<file path="config.mk">
export PLATFORM = sky130hd
export DESIGN_NAME = banked_framebuffer_flush_flat
export DESIGN_NICKNAME = d
export VERILOG_FILES = /design/src/design/bff_pkg.sv /design/src/design/bff_if.sv /design/src/design/bff_div.sv /design/src/design/bff_dp.sv /design/src/design/bff_ctrl.sv /design/src/design/banked_framebuffer_flush.sv /design/src/flat_wrapper.sv
export SDC_FILE = /design/constraint.sdc
export NUM_CORES = 1
export LEC_CHECK = 0
export ABC_AREA = 0
export BUFFER_PORTS_ARGS = -buffer_cell sky130_fd_sc_hd__buf_2
export CAP_MARGIN = 20
export CORE_ASPECT_RATIO = 0.9
export CORE_MARGIN = 8
export CORE_UTILIZATION = 50
export DETAILED_ROUTE_END_ITERATION = 8
export PLACE_DENSITY_LB_ADDON = 0.1
export SLEW_MARGIN = 20
export SYNTH_ARGS = -nofsm -noshare
export SYNTH_HDL_FRONTEND = slang
export SYNTH_SLANG_ARGS = --single-unit
</file>
<file path="constraint.sdc">
create_clock -name clk_i -period 7.3 [get_ports clk_i]
set_input_delay 1.46 -clock clk_i [delete_from_list [all_inputs] [get_ports clk_i]]
set_output_delay 1.46 -clock clk_i [all_outputs]
set_load 0.02 [all_outputs]
</file>
<file path="src/design/bff_pkg.sv">
// ----------------------------------------------------------------------------
// bff_pkg: shared types and constants of the banked framebuffer flush
// Field widths, register and command codes, and the command/status structs
// between the controller and the datapath.
// ----------------------------------------------------------------------------
package bff_pkg;

  // field and state widths
  localparam int unsigned CRD_W    = 13;  // signed rectangle coordinate
  localparam int unsigned DIM_W    = 12;  // screen dimension, row length
  localparam int unsigned STR_W    = 13;  // stride in bytes
  localparam int unsigned AP_W     = 23;  // aperture size
  localparam int unsigned POS_W    = 22;  // byte offsets
  localparam int unsigned PAGE_W   = 18;  // aperture page
  localparam int unsigned OFF_W    = 25;  // linear start offset
  localparam int unsigned CFG_W    = 23;  // widest register
  localparam int unsigned CFG_IDX_W = 2;
  localparam int unsigned DIV_CNT_W = $clog2(OFF_W);

  // aperture size limits
  localparam logic [AP_W-1:0] AP_MIN = AP_W'(16);
  localparam logic [AP_W-1:0] AP_MAX = AP_W'(4194304);

  // register reset values
  localparam logic [DIM_W-1:0] RST_WIDTH  = DIM_W'(640);
  localparam logic [DIM_W-1:0] RST_HEIGHT = DIM_W'(480);
  localparam logic [AP_W-1:0]  RST_AP     = AP_W'(65536);

  // item kinds
  localparam logic KIND_BEGIN = 1'b0;
  localparam logic KIND_ROW   = 1'b1;

  typedef enum logic [CFG_IDX_W-1:0] {
    CFG_SCREEN_WIDTH  = 2'd0,
    CFG_SCREEN_HEIGHT = 2'd1,
    CFG_APERTURE_SIZE = 2'd2,
    CFG_FLUSH_ENABLE  = 2'd3
  } cfg_idx_e;

  typedef enum logic [1:0] {
    OP_PAGE_SELECT = 2'd0,
    OP_COPY        = 2'd1,
    OP_ROWS_DONE   = 2'd2,
    OP_NOTHING     = 2'd3
  } op_e;

  // which result the datapath loads into the output register
  typedef enum logic [2:0] {
    EM_PAGE        = 3'd0,
    EM_COPY_FULL   = 3'd1,
    EM_COPY_FIRST  = 3'd2,
    EM_COPY_SECOND = 3'd3,
    EM_DONE        = 3'd4,
    EM_EMPTY       = 3'd5
  } emit_sel_e;

  typedef struct packed {
    logic      latch_in;    // capture the accepted item
    logic      prep;        // clip rectangle, register start values
    logic      div_start;   // start the page divider
    logic      load_begin;  // commit page, offsets and row counts
    logic      eval;        // evaluate the current row
    logic      commit_row;  // advance to the next row
    logic      emit;        // load the output register
    emit_sel_e emit_sel;
    logic      emit_last;
  } cmd_t;

  typedef struct packed {
    logic kind;         // kind of the item in hand
    logic empty;        // nothing to flush for this rectangle
    logic div_done;     // divider result ready
    logic rows_zero;    // no rows left
    logic fits;         // row plus stride stays inside the page
    logic room_le_len;  // page end falls within the row
    logic room_nz;      // first part of a split is not empty
    logic second_nz;    // second part of a split is not empty
    logic out_free;     // output register can take a result
  } sts_t;

endpackage

</file>
<file path="src/design/bff_if.sv">
// ----------------------------------------------------------------------------
// bff_if: item channels of the banked framebuffer flush
// Input channel carries rectangle and row-step items, output channel carries
// page select and copy commands. Valid/ready handshake on both.
// ----------------------------------------------------------------------------
interface bff_in_if;
  logic                                valid;
  logic                                ready;
  logic                                kind;
  logic signed [bff_pkg::CRD_W-1:0]    x_min;
  logic signed [bff_pkg::CRD_W-1:0]    y_min;
  logic signed [bff_pkg::CRD_W-1:0]    x_max;
  logic signed [bff_pkg::CRD_W-1:0]    y_max;

  modport source (output valid, kind, x_min, y_min, x_max, y_max, input ready);
  modport sink   (input valid, kind, x_min, y_min, x_max, y_max, output ready);
endinterface

interface bff_out_if;
  logic                          valid;
  logic                          ready;
  logic [1:0]                    op;
  logic [bff_pkg::PAGE_W-1:0]    page;
  logic [bff_pkg::POS_W-1:0]     dest_offset;
  logic [bff_pkg::POS_W-1:0]     src_offset;
  logic [bff_pkg::DIM_W-1:0]     length;
  logic                          last;

  modport source (output valid, op, page, dest_offset, src_offset, length, last,
                  input ready);
  modport sink   (input valid, op, page, dest_offset, src_offset, length, last,
                  output ready);
endinterface

</file>
<file path="src/design/bff_div.sv">
// ----------------------------------------------------------------------------
// bff_div: iterative page divider
// Restoring division of the start offset by the aperture size, one quotient
// bit per cycle; done is registered and pulses in the cycle after the last step.
// ----------------------------------------------------------------------------
module bff_div (
  input  logic                          clk_i,
  input  logic                          rst_ni,
  input  logic                          start_i,
  input  logic [bff_pkg::OFF_W-1:0]     dividend_i,
  input  logic [bff_pkg::AP_W-1:0]      divisor_i,
  output logic                          done_o,
  output logic [bff_pkg::OFF_W-1:0]     quo_o,
  output logic [bff_pkg::POS_W-1:0]     rem_o
);

  logic [bff_pkg::OFF_W-1:0]     quo_q, quo_d;
  logic [bff_pkg::POS_W-1:0]     rem_q, rem_d;
  logic [bff_pkg::DIV_CNT_W-1:0] cnt_q, cnt_d;
  logic                          busy_q, busy_d;
  logic                          done_q, done_d;
  logic [bff_pkg::AP_W-1:0]      trial;
  logic [bff_pkg::AP_W-1:0]      diff;
  logic                          ge;

  // one restoring step: shift in the next dividend bit, subtract if it fits
  assign trial = {rem_q, quo_q[bff_pkg::OFF_W-1]};
  assign ge    = (trial >= divisor_i);
  assign diff  = trial - divisor_i;

  always_comb begin
    quo_d  = quo_q;
    rem_d  = rem_q;
    cnt_d  = cnt_q;
    busy_d = busy_q;
    done_d = 1'b0;
    if (start_i) begin
      quo_d  = dividend_i;
      rem_d  = '0;
      cnt_d  = bff_pkg::DIV_CNT_W'(bff_pkg::OFF_W - 1);
      busy_d = 1'b1;
    end else if (busy_q) begin
      quo_d = {quo_q[bff_pkg::OFF_W-2:0], ge};
      rem_d = ge ? diff[bff_pkg::POS_W-1:0] : trial[bff_pkg::POS_W-1:0];
      cnt_d = cnt_q - 1'b1;
      if (cnt_q == '0) begin
        busy_d = 1'b0;
        done_d = 1'b1;
      end
    end
  end

  // hold control state under reset
  always_ff @(posedge clk_i or negedge rst_ni) begin
    if (!rst_ni) begin
      cnt_q  <= '0;
      busy_q <= 1'b0;
      done_q <= 1'b0;
    end else begin
      cnt_q  <= cnt_d;
      busy_q <= busy_d;
      done_q <= done_d;
    end
  end

  always_ff @(posedge clk_i) begin
    quo_q <= quo_d;
    rem_q <= rem_d;
  end

  assign done_o = done_q;
  assign quo_o  = quo_q;
  assign rem_o  = rem_q;

endmodule

</file>
<file path="src/design/bff_dp.sv">
// ----------------------------------------------------------------------------
// bff_dp: datapath of the banked framebuffer flush
// Configuration registers, rectangle clipping and start offset, flush state,
// row evaluation and the output register.
// ----------------------------------------------------------------------------
module bff_dp #(
  parameter int unsigned MAX_WIDTH  = 2048,
  parameter int unsigned MAX_HEIGHT = 2048
) (
  input  logic                              clk_i,
  input  logic                              rst_ni,
  // configuration
  input  logic                              cfg_we_i,
  input  logic [bff_pkg::CFG_IDX_W-1:0]     cfg_idx_i,
  input  logic [bff_pkg::CFG_W-1:0]         cfg_data_i,
  // input item payload
  input  logic                              in_kind_i,
  input  logic signed [bff_pkg::CRD_W-1:0]  in_x_min_i,
  input  logic signed [bff_pkg::CRD_W-1:0]  in_y_min_i,
  input  logic signed [bff_pkg::CRD_W-1:0]  in_x_max_i,
  input  logic signed [bff_pkg::CRD_W-1:0]  in_y_max_i,
  // controller link
  input  bff_pkg::cmd_t                     cmd_i,
  output bff_pkg::sts_t                     sts_o,
  // result item
  output logic                              out_valid_o,
  input  logic                              out_ready_i,
  output logic [1:0]                        out_op_o,
  output logic [bff_pkg::PAGE_W-1:0]        out_page_o,
  output logic [bff_pkg::POS_W-1:0]         out_dest_o,
  output logic [bff_pkg::POS_W-1:0]         out_src_o,
  output logic [bff_pkg::DIM_W-1:0]         out_len_o,
  output logic                              out_last_o
);

  localparam int unsigned LIM_W = bff_pkg::DIM_W + 2;
  localparam logic [LIM_W-1:0] MaxW = LIM_W'(MAX_WIDTH);
  localparam logic [LIM_W-1:0] MaxH = LIM_W'(MAX_HEIGHT);

  // configuration registers
  logic [bff_pkg::DIM_W-1:0]  sw_q, sh_q;
  logic [bff_pkg::AP_W-1:0]   ap_q;
  logic                       en_q;

  // effective screen and aperture
  logic [bff_pkg::DIM_W-1:0]  eff_w, eff_h;
  logic [bff_pkg::STR_W-1:0]  stride_sum, stride;
  logic [bff_pkg::AP_W-1:0]   eff_ap;

  // latched item
  logic                             kind_q;
  logic signed [bff_pkg::CRD_W-1:0] x0_q, y0_q, x1_q, y1_q;

  // clipping
  logic signed [bff_pkg::CRD_W-1:0] w_s, h_s, x0c, y0c, x1c, y1c, dx, dy;
  logic                             empty;
  logic [bff_pkg::OFF_W-1:0]        prod, off;

  // start values kept over the division
  logic [bff_pkg::DIM_W-1:0]  rl_q, rn_q;
  logic [bff_pkg::POS_W-1:0]  src_start_q;

  // divider
  logic                       div_done;
  logic [bff_pkg::OFF_W-1:0]  div_quo;
  logic [bff_pkg::POS_W-1:0]  div_rem;

  // flush state
  logic [bff_pkg::PAGE_W-1:0] cur_page_q;
  logic [bff_pkg::POS_W-1:0]  dest_pos_q, src_pos_q;
  logic [bff_pkg::DIM_W-1:0]  row_len_q, rows_left_q;

  // row evaluation
  logic [bff_pkg::AP_W:0]     dest_plus;
  logic [bff_pkg::AP_W:0]     dest_wrap;
  logic                       fits;
  logic [bff_pkg::AP_W-1:0]   room;
  logic                       room_le_len;
  logic                       fits_q, room_le_q, room_nz_q, second_nz_q;
  logic [bff_pkg::DIM_W-1:0]  room_q;

  // output register
  logic                       out_valid_q;
  bff_pkg::op_e               out_op_q;
  logic [bff_pkg::PAGE_W-1:0] out_page_q;
  logic [bff_pkg::POS_W-1:0]  out_dest_q, out_src_q;
  logic [bff_pkg::DIM_W-1:0]  out_len_q;
  logic                       out_last_q;
  logic                       out_free;

  // write configuration registers
  always_ff @(posedge clk_i or negedge rst_ni) begin
    if (!rst_ni) begin
      sw_q <= bff_pkg::RST_WIDTH;
      sh_q <= bff_pkg::RST_HEIGHT;
      ap_q <= bff_pkg::RST_AP;
      en_q <= 1'b0;
    end else if (cfg_we_i) begin
      unique case (bff_pkg::cfg_idx_e'(cfg_idx_i))
        bff_pkg::CFG_SCREEN_WIDTH:  sw_q <= cfg_data_i[bff_pkg::DIM_W-1:0];
        bff_pkg::CFG_SCREEN_HEIGHT: sh_q <= cfg_data_i[bff_pkg::DIM_W-1:0];
        bff_pkg::CFG_APERTURE_SIZE: ap_q <= cfg_data_i;
        bff_pkg::CFG_FLUSH_ENABLE:  en_q <= cfg_data_i[0];
        default: ;
      endcase
    end
  end

  // saturate screen size, round stride up to a multiple of four bytes, clamp aperture
  assign eff_w = ({2'b00, sw_q} > MaxW) ? MaxW[bff_pkg::DIM_W-1:0] : sw_q;
  assign eff_h = ({2'b00, sh_q} > MaxH) ? MaxH[bff_pkg::DIM_W-1:0] : sh_q;
  assign stride_sum = {1'b0, eff_w} + bff_pkg::STR_W'(3);
  assign stride     = {stride_sum[bff_pkg::STR_W-1:2], 2'b00};
  assign eff_ap = (ap_q < bff_pkg::AP_MIN) ? bff_pkg::AP_MIN :
                  (ap_q > bff_pkg::AP_MAX) ? bff_pkg::AP_MAX : ap_q;

  // capture the accepted item
  always_ff @(posedge clk_i) begin
    if (cmd_i.latch_in) begin
      kind_q <= in_kind_i;
      x0_q   <= in_x_min_i;
      y0_q   <= in_y_min_i;
      x1_q   <= in_x_max_i;
      y1_q   <= in_y_max_i;
    end
  end

  // clip the rectangle to the screen and form the start offset
  assign w_s   = signed'({1'b0, eff_w});
  assign h_s   = signed'({1'b0, eff_h});
  assign x0c   = x0_q[bff_pkg::CRD_W-1] ? '0 : x0_q;
  assign y0c   = y0_q[bff_pkg::CRD_W-1] ? '0 : y0_q;
  assign x1c   = (x1_q > w_s) ? w_s : x1_q;
  assign y1c   = (y1_q > h_s) ? h_s : y1_q;
  assign dx    = x1c - x0c;
  assign dy    = y1c - y0c;
  assign empty = !en_q || (x0c >= x1c) || (y0c >= y1c);
  assign prod  = bff_pkg::OFF_W'(y0c[bff_pkg::DIM_W-1:0]) * bff_pkg::OFF_W'(stride);
  assign off   = prod + bff_pkg::OFF_W'(x0c[bff_pkg::DIM_W-1:0]);

  always_ff @(posedge clk_i) begin
    if (cmd_i.prep) begin
      rl_q        <= dx[bff_pkg::DIM_W-1:0];
      rn_q        <= dy[bff_pkg::DIM_W-1:0];
      src_start_q <= off[bff_pkg::POS_W-1:0];
    end
  end

  bff_div u_div (
    .clk_i      (clk_i),
    .rst_ni     (rst_ni),
    .start_i    (cmd_i.div_start),
    .dividend_i (off),
    .divisor_i  (eff_ap),
    .done_o     (div_done),
    .quo_o      (div_quo),
    .rem_o      (div_rem)
  );

  // evaluate where the current row ends against the page end
  assign dest_plus   = (bff_pkg::AP_W+1)'(dest_pos_q) + (bff_pkg::AP_W+1)'(stride);
  assign dest_wrap   = dest_plus - (bff_pkg::AP_W+1)'(eff_ap);
  assign fits        = (dest_plus < (bff_pkg::AP_W+1)'(eff_ap));
  assign room        = (bff_pkg::AP_W'(dest_pos_q) < eff_ap) ?
                       (eff_ap - bff_pkg::AP_W'(dest_pos_q)) : '0;
  assign room_le_len = (room <= bff_pkg::AP_W'(row_len_q));

  always_ff @(posedge clk_i) begin
    if (cmd_i.eval) begin
      fits_q      <= fits;
      room_le_q   <= room_le_len;
      room_nz_q   <= (room != '0);
      second_nz_q <= (room[bff_pkg::DIM_W-1:0] != row_len_q);
      room_q      <= room[bff_pkg::DIM_W-1:0];
    end
  end

  // flush state: load at rectangle start, advance per row
  always_ff @(posedge clk_i or negedge rst_ni) begin
    if (!rst_ni) begin
      cur_page_q  <= '0;
      dest_pos_q  <= '0;
      src_pos_q   <= '0;
      row_len_q   <= '0;
      rows_left_q <= '0;
    end else begin
      if (cmd_i.prep && empty) begin
        rows_left_q <= '0;
      end
      if (cmd_i.load_begin) begin
        cur_page_q  <= div_quo[bff_pkg::PAGE_W-1:0];
        dest_pos_q  <= div_rem;
        src_pos_q   <= src_start_q;
        row_len_q   <= rl_q;
        rows_left_q <= rn_q;
      end
      if (cmd_i.eval && (rows_left_q != '0) && !fits) begin
        cur_page_q <= cur_page_q + 1'b1;
      end
      if (cmd_i.commit_row) begin
        dest_pos_q  <= fits_q ? dest_plus[bff_pkg::POS_W-1:0]
                              : dest_wrap[bff_pkg::POS_W-1:0];
        src_pos_q   <= src_pos_q + bff_pkg::POS_W'(stride);
        rows_left_q <= rows_left_q - 1'b1;
      end
    end
  end

  // output register: load a result when free, drop it once taken
  assign out_free = !out_valid_q || out_ready_i;

  always_ff @(posedge clk_i or negedge rst_ni) begin
    if (!rst_ni) begin
      out_valid_q <= 1'b0;
    end else if (cmd_i.emit) begin
      out_valid_q <= 1'b1;
    end else if (out_ready_i) begin
      out_valid_q <= 1'b0;
    end
  end

  always_ff @(posedge clk_i) begin
    if (cmd_i.emit) begin
      out_page_q <= '0;
      out_dest_q <= '0;
      out_src_q  <= '0;
      out_len_q  <= '0;
      out_last_q <= cmd_i.emit_last;
      case (cmd_i.emit_sel)
        bff_pkg::EM_PAGE: begin
          out_op_q   <= bff_pkg::OP_PAGE_SELECT;
          out_page_q <= cur_page_q;
        end
        bff_pkg::EM_COPY_FULL: begin
          out_op_q   <= bff_pkg::OP_COPY;
          out_dest_q <= dest_pos_q;
          out_src_q  <= src_pos_q;
          out_len_q  <= row_len_q;
        end
        bff_pkg::EM_COPY_FIRST: begin
          out_op_q   <= bff_pkg::OP_COPY;
          out_dest_q <= dest_pos_q;
          out_src_q  <= src_pos_q;
          out_len_q  <= room_q;
        end
        bff_pkg::EM_COPY_SECOND: begin
          out_op_q  <= bff_pkg::OP_COPY;
          out_src_q <= src_pos_q + bff_pkg::POS_W'(room_q);
          out_len_q <= row_len_q - room_q;
        end
        bff_pkg::EM_DONE: begin
          out_op_q <= bff_pkg::OP_ROWS_DONE;
        end
        default: begin
          out_op_q <= bff_pkg::OP_NOTHING;
        end
      endcase
    end
  end

  assign out_valid_o = out_valid_q;
  assign out_op_o    = out_op_q;
  assign out_page_o  = out_page_q;
  assign out_dest_o  = out_dest_q;
  assign out_src_o   = out_src_q;
  assign out_len_o   = out_len_q;
  assign out_last_o  = out_last_q;

  // status towards the controller
  assign sts_o.kind        = kind_q;
  assign sts_o.empty       = empty;
  assign sts_o.div_done    = div_done;
  assign sts_o.rows_zero   = (rows_left_q == '0);
  assign sts_o.fits        = fits_q;
  assign sts_o.room_le_len = room_le_q;
  assign sts_o.room_nz     = room_nz_q;
  assign sts_o.second_nz   = second_nz_q;
  assign sts_o.out_free    = out_free;

endmodule

</file>
<file path="src/design/bff_ctrl.sv">
// ----------------------------------------------------------------------------
// bff_ctrl: controller of the banked framebuffer flush
// Sequences an item through clipping, division or row evaluation and issues
// up to three results into the output register.
// ----------------------------------------------------------------------------
module bff_ctrl (
  input  logic          clk_i,
  input  logic          rst_ni,
  input  logic          in_valid_i,
  input  logic          in_kind_i,
  output logic          in_ready_o,
  input  bff_pkg::sts_t sts_i,
  output bff_pkg::cmd_t cmd_o
);

  typedef enum logic [7:0] {
    S_IDLE  = 8'b0000_0001,
    S_PREP  = 8'b0000_0010,
    S_DIV   = 8'b0000_0100,
    S_EVAL  = 8'b0000_1000,
    S_COPY1 = 8'b0001_0000,
    S_PAGE  = 8'b0010_0000,
    S_COPY2 = 8'b0100_0000,
    S_END   = 8'b1000_0000
  } state_e;

  state_e        state_q, state_d;
  bff_pkg::cmd_t cmd;

  // next state and commands
  always_comb begin
    state_d = state_q;
    cmd     = '0;
    unique case (state_q)
      S_IDLE: begin
        if (in_valid_i) begin
          cmd.latch_in = 1'b1;
          state_d = (in_kind_i == bff_pkg::KIND_BEGIN) ? S_PREP : S_EVAL;
        end
      end
      S_PREP: begin
        cmd.prep = 1'b1;
        if (sts_i.empty) begin
          state_d = S_END;
        end else begin
          cmd.div_start = 1'b1;
          state_d = S_DIV;
        end
      end
      S_DIV: begin
        if (sts_i.div_done) begin
          cmd.load_begin = 1'b1;
          state_d = S_PAGE;
        end
      end
      S_EVAL: begin
        cmd.eval = 1'b1;
        state_d = sts_i.rows_zero ? S_END : S_COPY1;
      end
      S_COPY1: begin
        if (sts_i.fits) begin
          if (sts_i.out_free) begin
            cmd.emit       = 1'b1;
            cmd.emit_sel   = bff_pkg::EM_COPY_FULL;
            cmd.emit_last  = 1'b1;
            cmd.commit_row = 1'b1;
            state_d = S_IDLE;
          end
        end else if (sts_i.room_le_len && !sts_i.room_nz) begin
          state_d = S_PAGE;
        end else if (sts_i.out_free) begin
          cmd.emit     = 1'b1;
          cmd.emit_sel = sts_i.room_le_len ? bff_pkg::EM_COPY_FIRST
                                           : bff_pkg::EM_COPY_FULL;
          state_d = S_PAGE;
        end
      end
      S_PAGE: begin
        if (sts_i.out_free) begin
          cmd.emit     = 1'b1;
          cmd.emit_sel = bff_pkg::EM_PAGE;
          if (sts_i.kind == bff_pkg::KIND_BEGIN) begin
            cmd.emit_last = 1'b1;
            state_d = S_IDLE;
          end else if (sts_i.room_le_len && sts_i.second_nz) begin
            state_d = S_COPY2;
          end else begin
            cmd.emit_last  = 1'b1;
            cmd.commit_row = 1'b1;
            state_d = S_IDLE;
          end
        end
      end
      S_COPY2: begin
        if (sts_i.out_free) begin
          cmd.emit       = 1'b1;
          cmd.emit_sel   = bff_pkg::EM_COPY_SECOND;
          cmd.emit_last  = 1'b1;
          cmd.commit_row = 1'b1;
          state_d = S_IDLE;
        end
      end
      S_END: begin
        if (sts_i.out_free) begin
          cmd.emit      = 1'b1;
          cmd.emit_sel  = (sts_i.kind == bff_pkg::KIND_ROW) ? bff_pkg::EM_DONE
                                                            : bff_pkg::EM_EMPTY;
          cmd.emit_last = 1'b1;
          state_d = S_IDLE;
        end
      end
      default: begin
        state_d = S_IDLE;
      end
    endcase
  end

  // hold state under reset
  always_ff @(posedge clk_i or negedge rst_ni) begin
    if (!rst_ni) begin
      state_q <= S_IDLE;
    end else begin
      state_q <= state_d;
    end
  end

  assign in_ready_o = (state_q == S_IDLE);
  assign cmd_o      = cmd;

`ifndef ASSERT_OFF
  a_emit_free: assert property (@(posedge clk_i) disable iff (!rst_ni)
    cmd.emit |-> sts_i.out_free)
    else $error("result loaded into an occupied output register");

  a_div_state: assert property (@(posedge clk_i) disable iff (!rst_ni)
    sts_i.div_done |-> (state_q == S_DIV))
    else $error("divider finished outside the division state");

  a_onehot: assert property (@(posedge clk_i) disable iff (!rst_ni)
    $onehot(state_q))
    else $error("controller state is not one-hot");

  a_split_row: assert property (@(posedge clk_i) disable iff (!rst_ni)
    (state_q == S_COPY2) |-> (sts_i.kind == bff_pkg::KIND_ROW))
    else $error("second copy part outside a row step");
`endif

endmodule

</file>
<file path="src/design/banked_framebuffer_flush.sv">
// ----------------------------------------------------------------------------
// banked_framebuffer_flush: copy command generator for a banked aperture
// Turns rectangle and row-step items into page select and copy commands for
// flushing an 8-bit soft framebuffer through a paged display aperture.
// ----------------------------------------------------------------------------
// Usage:
//   in_i carries items: kind 0 starts a rectangle (x/y min inclusive, max
//   exclusive), kind 1 asks for the next row. out_o carries commands; the
//   last result of each item has last set. Configuration is written through
//   cfg_we_i/cfg_idx_i/cfg_data_i while the block is idle.
//   A rectangle start goes through the clip/multiply step and the bit-serial
//   page divider, then the page select. An empty rectangle answers without
//   the divider. A row step takes an evaluation step and then gives one to
//   three results; the output register limits it to one result per cycle
//   while the receiver takes them.
//   One item is worked on at a time; the next is taken once the last result
//   of the current item sits in the output register.
//   Reset clears the flush state and restores the register defaults
//   (640 x 480, 64 KiB aperture, flushing off).
//   When the receiver stalls, the output register holds its result and the
//   controller waits before loading the next one.
// ----------------------------------------------------------------------------
module banked_framebuffer_flush #(
  parameter int unsigned MAX_WIDTH  = 2048,
  parameter int unsigned MAX_HEIGHT = 2048
) (
  input  logic                          clk_i,
  input  logic                          rst_ni,
  input  logic                          cfg_we_i,
  input  logic [bff_pkg::CFG_IDX_W-1:0] cfg_idx_i,
  input  logic [bff_pkg::CFG_W-1:0]     cfg_data_i,
  bff_in_if.sink                        in_i,
  bff_out_if.source                     out_o
);

  bff_pkg::cmd_t cmd;
  bff_pkg::sts_t sts;

  bff_ctrl u_ctrl (
    .clk_i      (clk_i),
    .rst_ni     (rst_ni),
    .in_valid_i (in_i.valid),
    .in_kind_i  (in_i.kind),
    .in_ready_o (in_i.ready),
    .sts_i      (sts),
    .cmd_o      (cmd)
  );

  bff_dp #(
    .MAX_WIDTH  (MAX_WIDTH),
    .MAX_HEIGHT (MAX_HEIGHT)
  ) u_dp (
    .clk_i       (clk_i),
    .rst_ni      (rst_ni),
    .cfg_we_i    (cfg_we_i),
    .cfg_idx_i   (cfg_idx_i),
    .cfg_data_i  (cfg_data_i),
    .in_kind_i   (in_i.kind),
    .in_x_min_i  (in_i.x_min),
    .in_y_min_i  (in_i.y_min),
    .in_x_max_i  (in_i.x_max),
    .in_y_max_i  (in_i.y_max),
    .cmd_i       (cmd),
    .sts_o       (sts),
    .out_valid_o (out_o.valid),
    .out_ready_i (out_o.ready),
    .out_op_o    (out_o.op),
    .out_page_o  (out_o.page),
    .out_dest_o  (out_o.dest_offset),
    .out_src_o   (out_o.src_offset),
    .out_len_o   (out_o.length),
    .out_last_o  (out_o.last)
  );

endmodule

</file>
<file path="src/flat_wrapper.sv">
// flat-port wrapper written by rule: the top's interface ports become plain ports
module banked_framebuffer_flush_flat 
#(
  parameter int unsigned MAX_WIDTH  = 2048,
  parameter int unsigned MAX_HEIGHT = 2048
)
  (clk_i, rst_ni, cfg_we_i, cfg_idx_i, cfg_data_i, in_i_valid, in_i_kind, in_i_x_min, in_i_y_min, in_i_x_max, in_i_y_max, in_i_ready, out_o_valid, out_o_op, out_o_page, out_o_dest_offset, out_o_src_offset, out_o_length, out_o_last, out_o_ready);
  bff_in_if in_i_i ();
  bff_out_if out_o_i ();
  input  logic clk_i;
  input  logic rst_ni;
  input  logic cfg_we_i;
  input  logic [bff_pkg::CFG_IDX_W-1:0] cfg_idx_i;
  input  logic [bff_pkg::CFG_W-1:0] cfg_data_i;
  input wire logic [$bits(in_i_i.valid)-1:0] in_i_valid;
  input wire logic [$bits(in_i_i.kind)-1:0] in_i_kind;
  input wire logic [$bits(in_i_i.x_min)-1:0] in_i_x_min;
  input wire logic [$bits(in_i_i.y_min)-1:0] in_i_y_min;
  input wire logic [$bits(in_i_i.x_max)-1:0] in_i_x_max;
  input wire logic [$bits(in_i_i.y_max)-1:0] in_i_y_max;
  output wire logic [$bits(in_i_i.ready)-1:0] in_i_ready;
  output wire logic [$bits(out_o_i.valid)-1:0] out_o_valid;
  output wire logic [$bits(out_o_i.op)-1:0] out_o_op;
  output wire logic [$bits(out_o_i.page)-1:0] out_o_page;
  output wire logic [$bits(out_o_i.dest_offset)-1:0] out_o_dest_offset;
  output wire logic [$bits(out_o_i.src_offset)-1:0] out_o_src_offset;
  output wire logic [$bits(out_o_i.length)-1:0] out_o_length;
  output wire logic [$bits(out_o_i.last)-1:0] out_o_last;
  input wire logic [$bits(out_o_i.ready)-1:0] out_o_ready;
  assign in_i_i.valid = in_i_valid;
  assign in_i_i.kind = in_i_kind;
  assign in_i_i.x_min = in_i_x_min;
  assign in_i_i.y_min = in_i_y_min;
  assign in_i_i.x_max = in_i_x_max;
  assign in_i_i.y_max = in_i_y_max;
  assign in_i_ready = in_i_i.ready;
  assign out_o_valid = out_o_i.valid;
  assign out_o_op = out_o_i.op;
  assign out_o_page = out_o_i.page;
  assign out_o_dest_offset = out_o_i.dest_offset;
  assign out_o_src_offset = out_o_i.src_offset;
  assign out_o_length = out_o_i.length;
  assign out_o_last = out_o_i.last;
  assign out_o_i.ready = out_o_ready;
  banked_framebuffer_flush #(.MAX_WIDTH(MAX_WIDTH), .MAX_HEIGHT(MAX_HEIGHT)) u_core (.clk_i(clk_i), .rst_ni(rst_ni), .cfg_we_i(cfg_we_i), .cfg_idx_i(cfg_idx_i), .cfg_data_i(cfg_data_i), .in_i(in_i_i), .out_o(out_o_i));
endmodule
</file>
==> run_results.csv <==
group,metric,value,unit
detailed_routing,num_vias,23360,
floorplanning,ioPinCount,162,
finish,drive_gt1_share,14.01,%
min_path,hp-class,"reg2reg",
detailed_routing,wl_met1,39.71,mm
timing,hold_viol,0,
min_path,hold_end,"u_core.u_dp.row_len_q[6]",
critical_path,worstReg2RegStart,"u_core.u_dp.sw_q[2]",
timing,finalClockSkew,0.03160,ns
critical_path,crit_required,7.63,ns
global_route,grt_max_degree,89,
floorplanning,core,0.05823,sq mm
detailed_routing,top_layer,"met4",
clock_network,tritoncts.num_buffers,45,
finish,seqCellArea,0.01072,sq mm
timing,relSlewSlack,33.94,%
placed_design,dp_hpwl,67.67,mm
synth,yosysTopAreaCell,"edfxtp_1",
clock_network,cts.sinks,389,
detailed_routing,wl_per_cell,20.83,microns
critical_path,start_kind,"flip-flop",
critical_path,arrival,7.33,ns
critical_path,critPathKind,"reg2reg",
timing,post-route-period-util,95.89,%
synth,yosysUniqueCellTypes,104,
finish,finalCoreUtilization,56.61,%
synth,yosysSeqAreaShare,36.60,%
floorplanning,start_util,50.31,%
clock_network,clkTransAtPathRegs,0.06,ns
synth,synth_mux_area_share,4.378,%
min_path,hold_path_depth,2,
power,power.density,488.7,mW/mm^2
floorplanning,dieArea,0.06660,sq mm
finish,nFillCells,5225,
synth,synth-seq-cells,389,
detailed_routing,viasPerCell,5.736,
run_status,outcome,"finished clean",
timing,maxSlewViolCount,0,
finish,area_delta_synth_final,12.53,%
critical_path,end_kind,"flip-flop",
detailed_routing,dr_wl_met2,37.06,mm
timing,worst_slew_pin_slew,0.9885,ns
timing,setup_viol,0,
finish,multi_input_area,0.01715,sq mm
critical_path,critPathMaxFanout,5,
global_route,grt_overflow,0,
critical_path,r2r_end,"u_core.u_dp.u_div.quo_o[24]",
floorplanning,dieHeight,245.6,microns
detailed_routing,drt-initial-drc-count,1987,
min_path,hold_path.startpoint,"u_core.u_dp.rl_q[6]",
global_route,grt_pass1_wl,132.5,mm
clock_network,cts-root-buf,"clkbuf_16",
synth,synthFlopType,"edfxtp_1",
timing,worst_slack,0.3003,ns
power,power,0.01611,W
synth,ys_warn_count,0,
detailed_routing,ant_nets,0,
synth,async_flop_share,38.56,%
floorplanning,rows,84,
finish,postLayoutCellArea,0.03296,sq mm
global_route,grt_pass1_vias,23340,
synth,synth_top_family_by_area,"adder cells",
power,vdd_drop_max,385.4,uV
clock_network,clk_latency,0.59,ns
placed_design,io_buffers,161,
synth,netlist_instances,3063,
timing,min_period,7.000,ns
synth,synthXorXnorAreaFrac,4.870,%
global_route,track_usage,25.08,%
clock_network,cts_htree_levels,2,
power,cellLeakagePower,14.65,nW
clock_network,cts_tree,"built",
critical_path,r2r_cells,26,
synth,yosys-top-cells-area,"edfxtp_1 (22%), dfrtp_1 (12%), ha_1 (12%)",
run,maxCapViolations,0,
timing,fin_setup_tns,0,ns
synth,netlist_area,0.02929,sq mm
synth,synth_compound_area_share,15.24,%
timing,timing.fmax,142.9,MHz
placed_design,place.gp.congestion,0.9223,
finish,nets,3712,
detailed_routing,drcViolationCount,0,
synth,synth_simple_gate_area_share,15.14,%
detailed_routing,firstDrtPassIters,6,
clock_network,cts_buffer_depth,3,
detailed_routing,wl_met3,5.864,mm
synth,synth_fa_ha_area_share,18.30,%
synth,synth_edf_count,217,
placed_design,pre_cts_ws,-0.005770,ns
detailed_routing,wirelength,84.82,mm
global_route,antenna_found_initial,2,
floorplanning,die-width,271.1,microns
synth,synth_top_area_share,22.25,%
critical_path,regToRegSetupSlack,0.30,ns
synth,syn-mean-instance-area,9.563,sq um
placed_design,dpl_cell_area,0.03128,sq mm
## what timing repair did
action / CTS / global route
resized for setup: 1 / 19
buffers inserted: 0 / 5
pin swaps: 0 / 6
setup endpoints to repair: 1 / 13
hold endpoints to repair: 0 / 0
hold buffers: 0 / 0
## synthesized netlist by cell type, types with 8 or more instances
| library cell | count |
|---|---|
| buf_2 | 14 |
| nor2_1 | 302 |
| xnor2_1 | 111 |
| nand2b_1 | 43 |
| mux2i_1 | 37 |
| a21boi_0 | 14 |
| a211oi_1 | 25 |
| dfstp_2 | 8 |
| edfxtp_1 | 217 |
| or4_1 | 11 |
| clkbuf_1 | 71 |
| nand4_1 | 26 |
| nor2b_1 | 70 |
| o31ai_1 | 11 |
| inv_1 | 311 |
| a221o_1 | 22 |
| nor3_1 | 49 |
| or3_1 | 14 |
| a21o_1 | 63 |
| nand2_1 | 255 |
| and2_1 | 31 |
| nand3_1 | 51 |
| and3_1 | 20 |
| o21a_1 | 27 |
| xor2_1 | 50 |
| ha_1 | 270 |
| dfrtp_1 | 142 |
| nor4_1 | 19 |
| o21ai_1 | 14 |
| or2_2 | 9 |
| dfxtp_1 | 22 |
| a31oi_1 | 18 |
| a21oi_1 | 153 |
| fa_1 | 99 |
| o21ai_0 | 162 |
| o21bai_1 | 20 |
| o311ai_0 | 9 |
| mux2_2 | 81 |
| a22oi_1 | 32 |
| o211ai_1 | 23 |
## layout by cell type, fill, tap and decap left out, types with 13 or more instances in the layout
cell,synthesis,final
inv_1,311,309
nor2_1,302,296
ha_1,270,269
nand2_1,255,255
edfxtp_1,217,217
o21ai_0,162,161
buf_2,14,160
a21oi_1,153,152
dfrtp_1,142,142
xnor2_1,111,109
fa_1,99,99
mux2_2,81,80
buf_4,3,72
nor2b_1,70,68
a21o_1,63,63
nand3_1,51,50
xor2_1,50,49
nor3_1,49,49
clkbuf_16,0,45
nand2b_1,43,43
mux2i_1,37,37
a22oi_1,32,32
and2_1,31,29
nand4_1,26,26
o21a_1,27,26
a211oi_1,25,25
o211ai_1,23,23
a221o_1,22,22
dfxtp_1,22,22
and3_1,20,20
o21bai_1,20,20
a31oi_1,18,18
nor4_1,19,17
or3_1,14,14
a21boi_0,14,14
conb_1,2,14
o21ai_1,14,13
## power by group
group	leakage, nW	total [W]	switching, W	internal [W]
registers	4.03	0.00358	0.000455	0.00312
logic	9.86	0.0102	0.00620	0.00398
clock network	0.758	0.00235	0.000941	0.00141
## registers in the layout (all words and copies together) (netlist names), 13 cells and up
signal,cells
u_core.u_dp.src_start_q,22
u_core.u_dp.out_page_o,18
u_core.u_dp.dest_pos_q,22
u_core.u_dp.cur_page_q,18
u_core.u_dp.u_div.rem_o,22
u_core.u_dp.out_src_o,22
u_core.u_dp.y1_q,13
u_core.u_dp.u_div.quo_o,25
u_core.u_dp.x0_q,13
u_core.u_dp.ap_q,23
u_core.u_dp.y0_q,13
u_core.u_dp.src_pos_q,22
u_core.u_dp.x1_q,13
u_core.u_dp.out_dest_o,22
## worst max-delay path: stages (launching register included)
cell and delay (ns):
dfrtp_1 0.40, o21a_2 0.20, nand3_2 0.12, nor2_4 0.20
nand4_1 0.22, nor2_2 0.21, xnor2_2 0.14, buf_6 0.19
nor2_1 0.12, fa_1 0.45, fa_1 0.53, fa_1 0.52
fa_1 0.57, inv_1 0.07, fa_1 0.53, inv_1 0.04
ha_1 0.23, a21o_1 0.21, a21o_1 0.20, a2111oi_2 0.37
o211ai_1 0.17, a31o_1 0.25, a21oi_2 0.17, xor2_2 0.10
nor4_2 0.28, xnor2_1 0.16, o21ai_1 0.08
## worst max-delay path by stage
stage                                   start                          end  slack (ns)  depth (start not counted)
after global routing      u_core.u_dp.sw_q[5]  u_core.u_dp.u_div.quo_o[24]       -0.01                         26
final                     u_core.u_dp.sw_q[2]  u_core.u_dp.u_div.quo_o[24]        0.30                         26
after CTS                 u_core.u_dp.sw_q[0]  u_core.u_dp.u_div.quo_o[24]        0.08                         26
after floorplan           u_core.u_dp.sw_q[0]  u_core.u_dp.u_div.quo_o[23]        0.48                         27
after global placement    u_core.u_dp.sw_q[0]  u_core.u_dp.u_div.quo_o[24]        0.23                         26
after detailed placement  u_core.u_dp.sw_q[0]  u_core.u_dp.u_div.quo_o[24]      -0.006                         26
## kinds of logic (layout without fill, tap and decap cells)
group,count (synthesis),count (layout)
other,2,15
DFF,389,389
adders and majority gates,369,369
and+or+nand+nor,933,933
xor gates and xnor gates,162,162
AOI/OAI and AO/OA,675,675
muxes,118,118
buffers and inverters,415,637
## per-stage QoR
step	hold slack, ns	instances
floorplan	0.4146	3075
global placement	0.4391	3981
detailed placement	0.4445	3981
CTS	0.4445	4065
global route	0.4788	4072
finish	0.4540	4072
## layout make-up
class / instances / share of cell area, %
Sequential cell: 389 / 32.52
Timing Repair Buffer: 236 / 4.206
Clock buffer: 61 / 3.750
Clock inverter: 23 / 0.9300
Tap cell: 774 / 2.938
Multi-Input combinational cell: 2271 / 52.03
Inverter: 317 / 3.610
Antenna cell: 1 / 0.007592
## routing by layer
metal,vias up,global-route usage (%)
met1,11360,36.12
met4,0,6.763
met5,-,0
met3,121,4.248
li1,11130,-
met2,742,38.94
No activity file was read; power rests on OpenSTA's default activity.
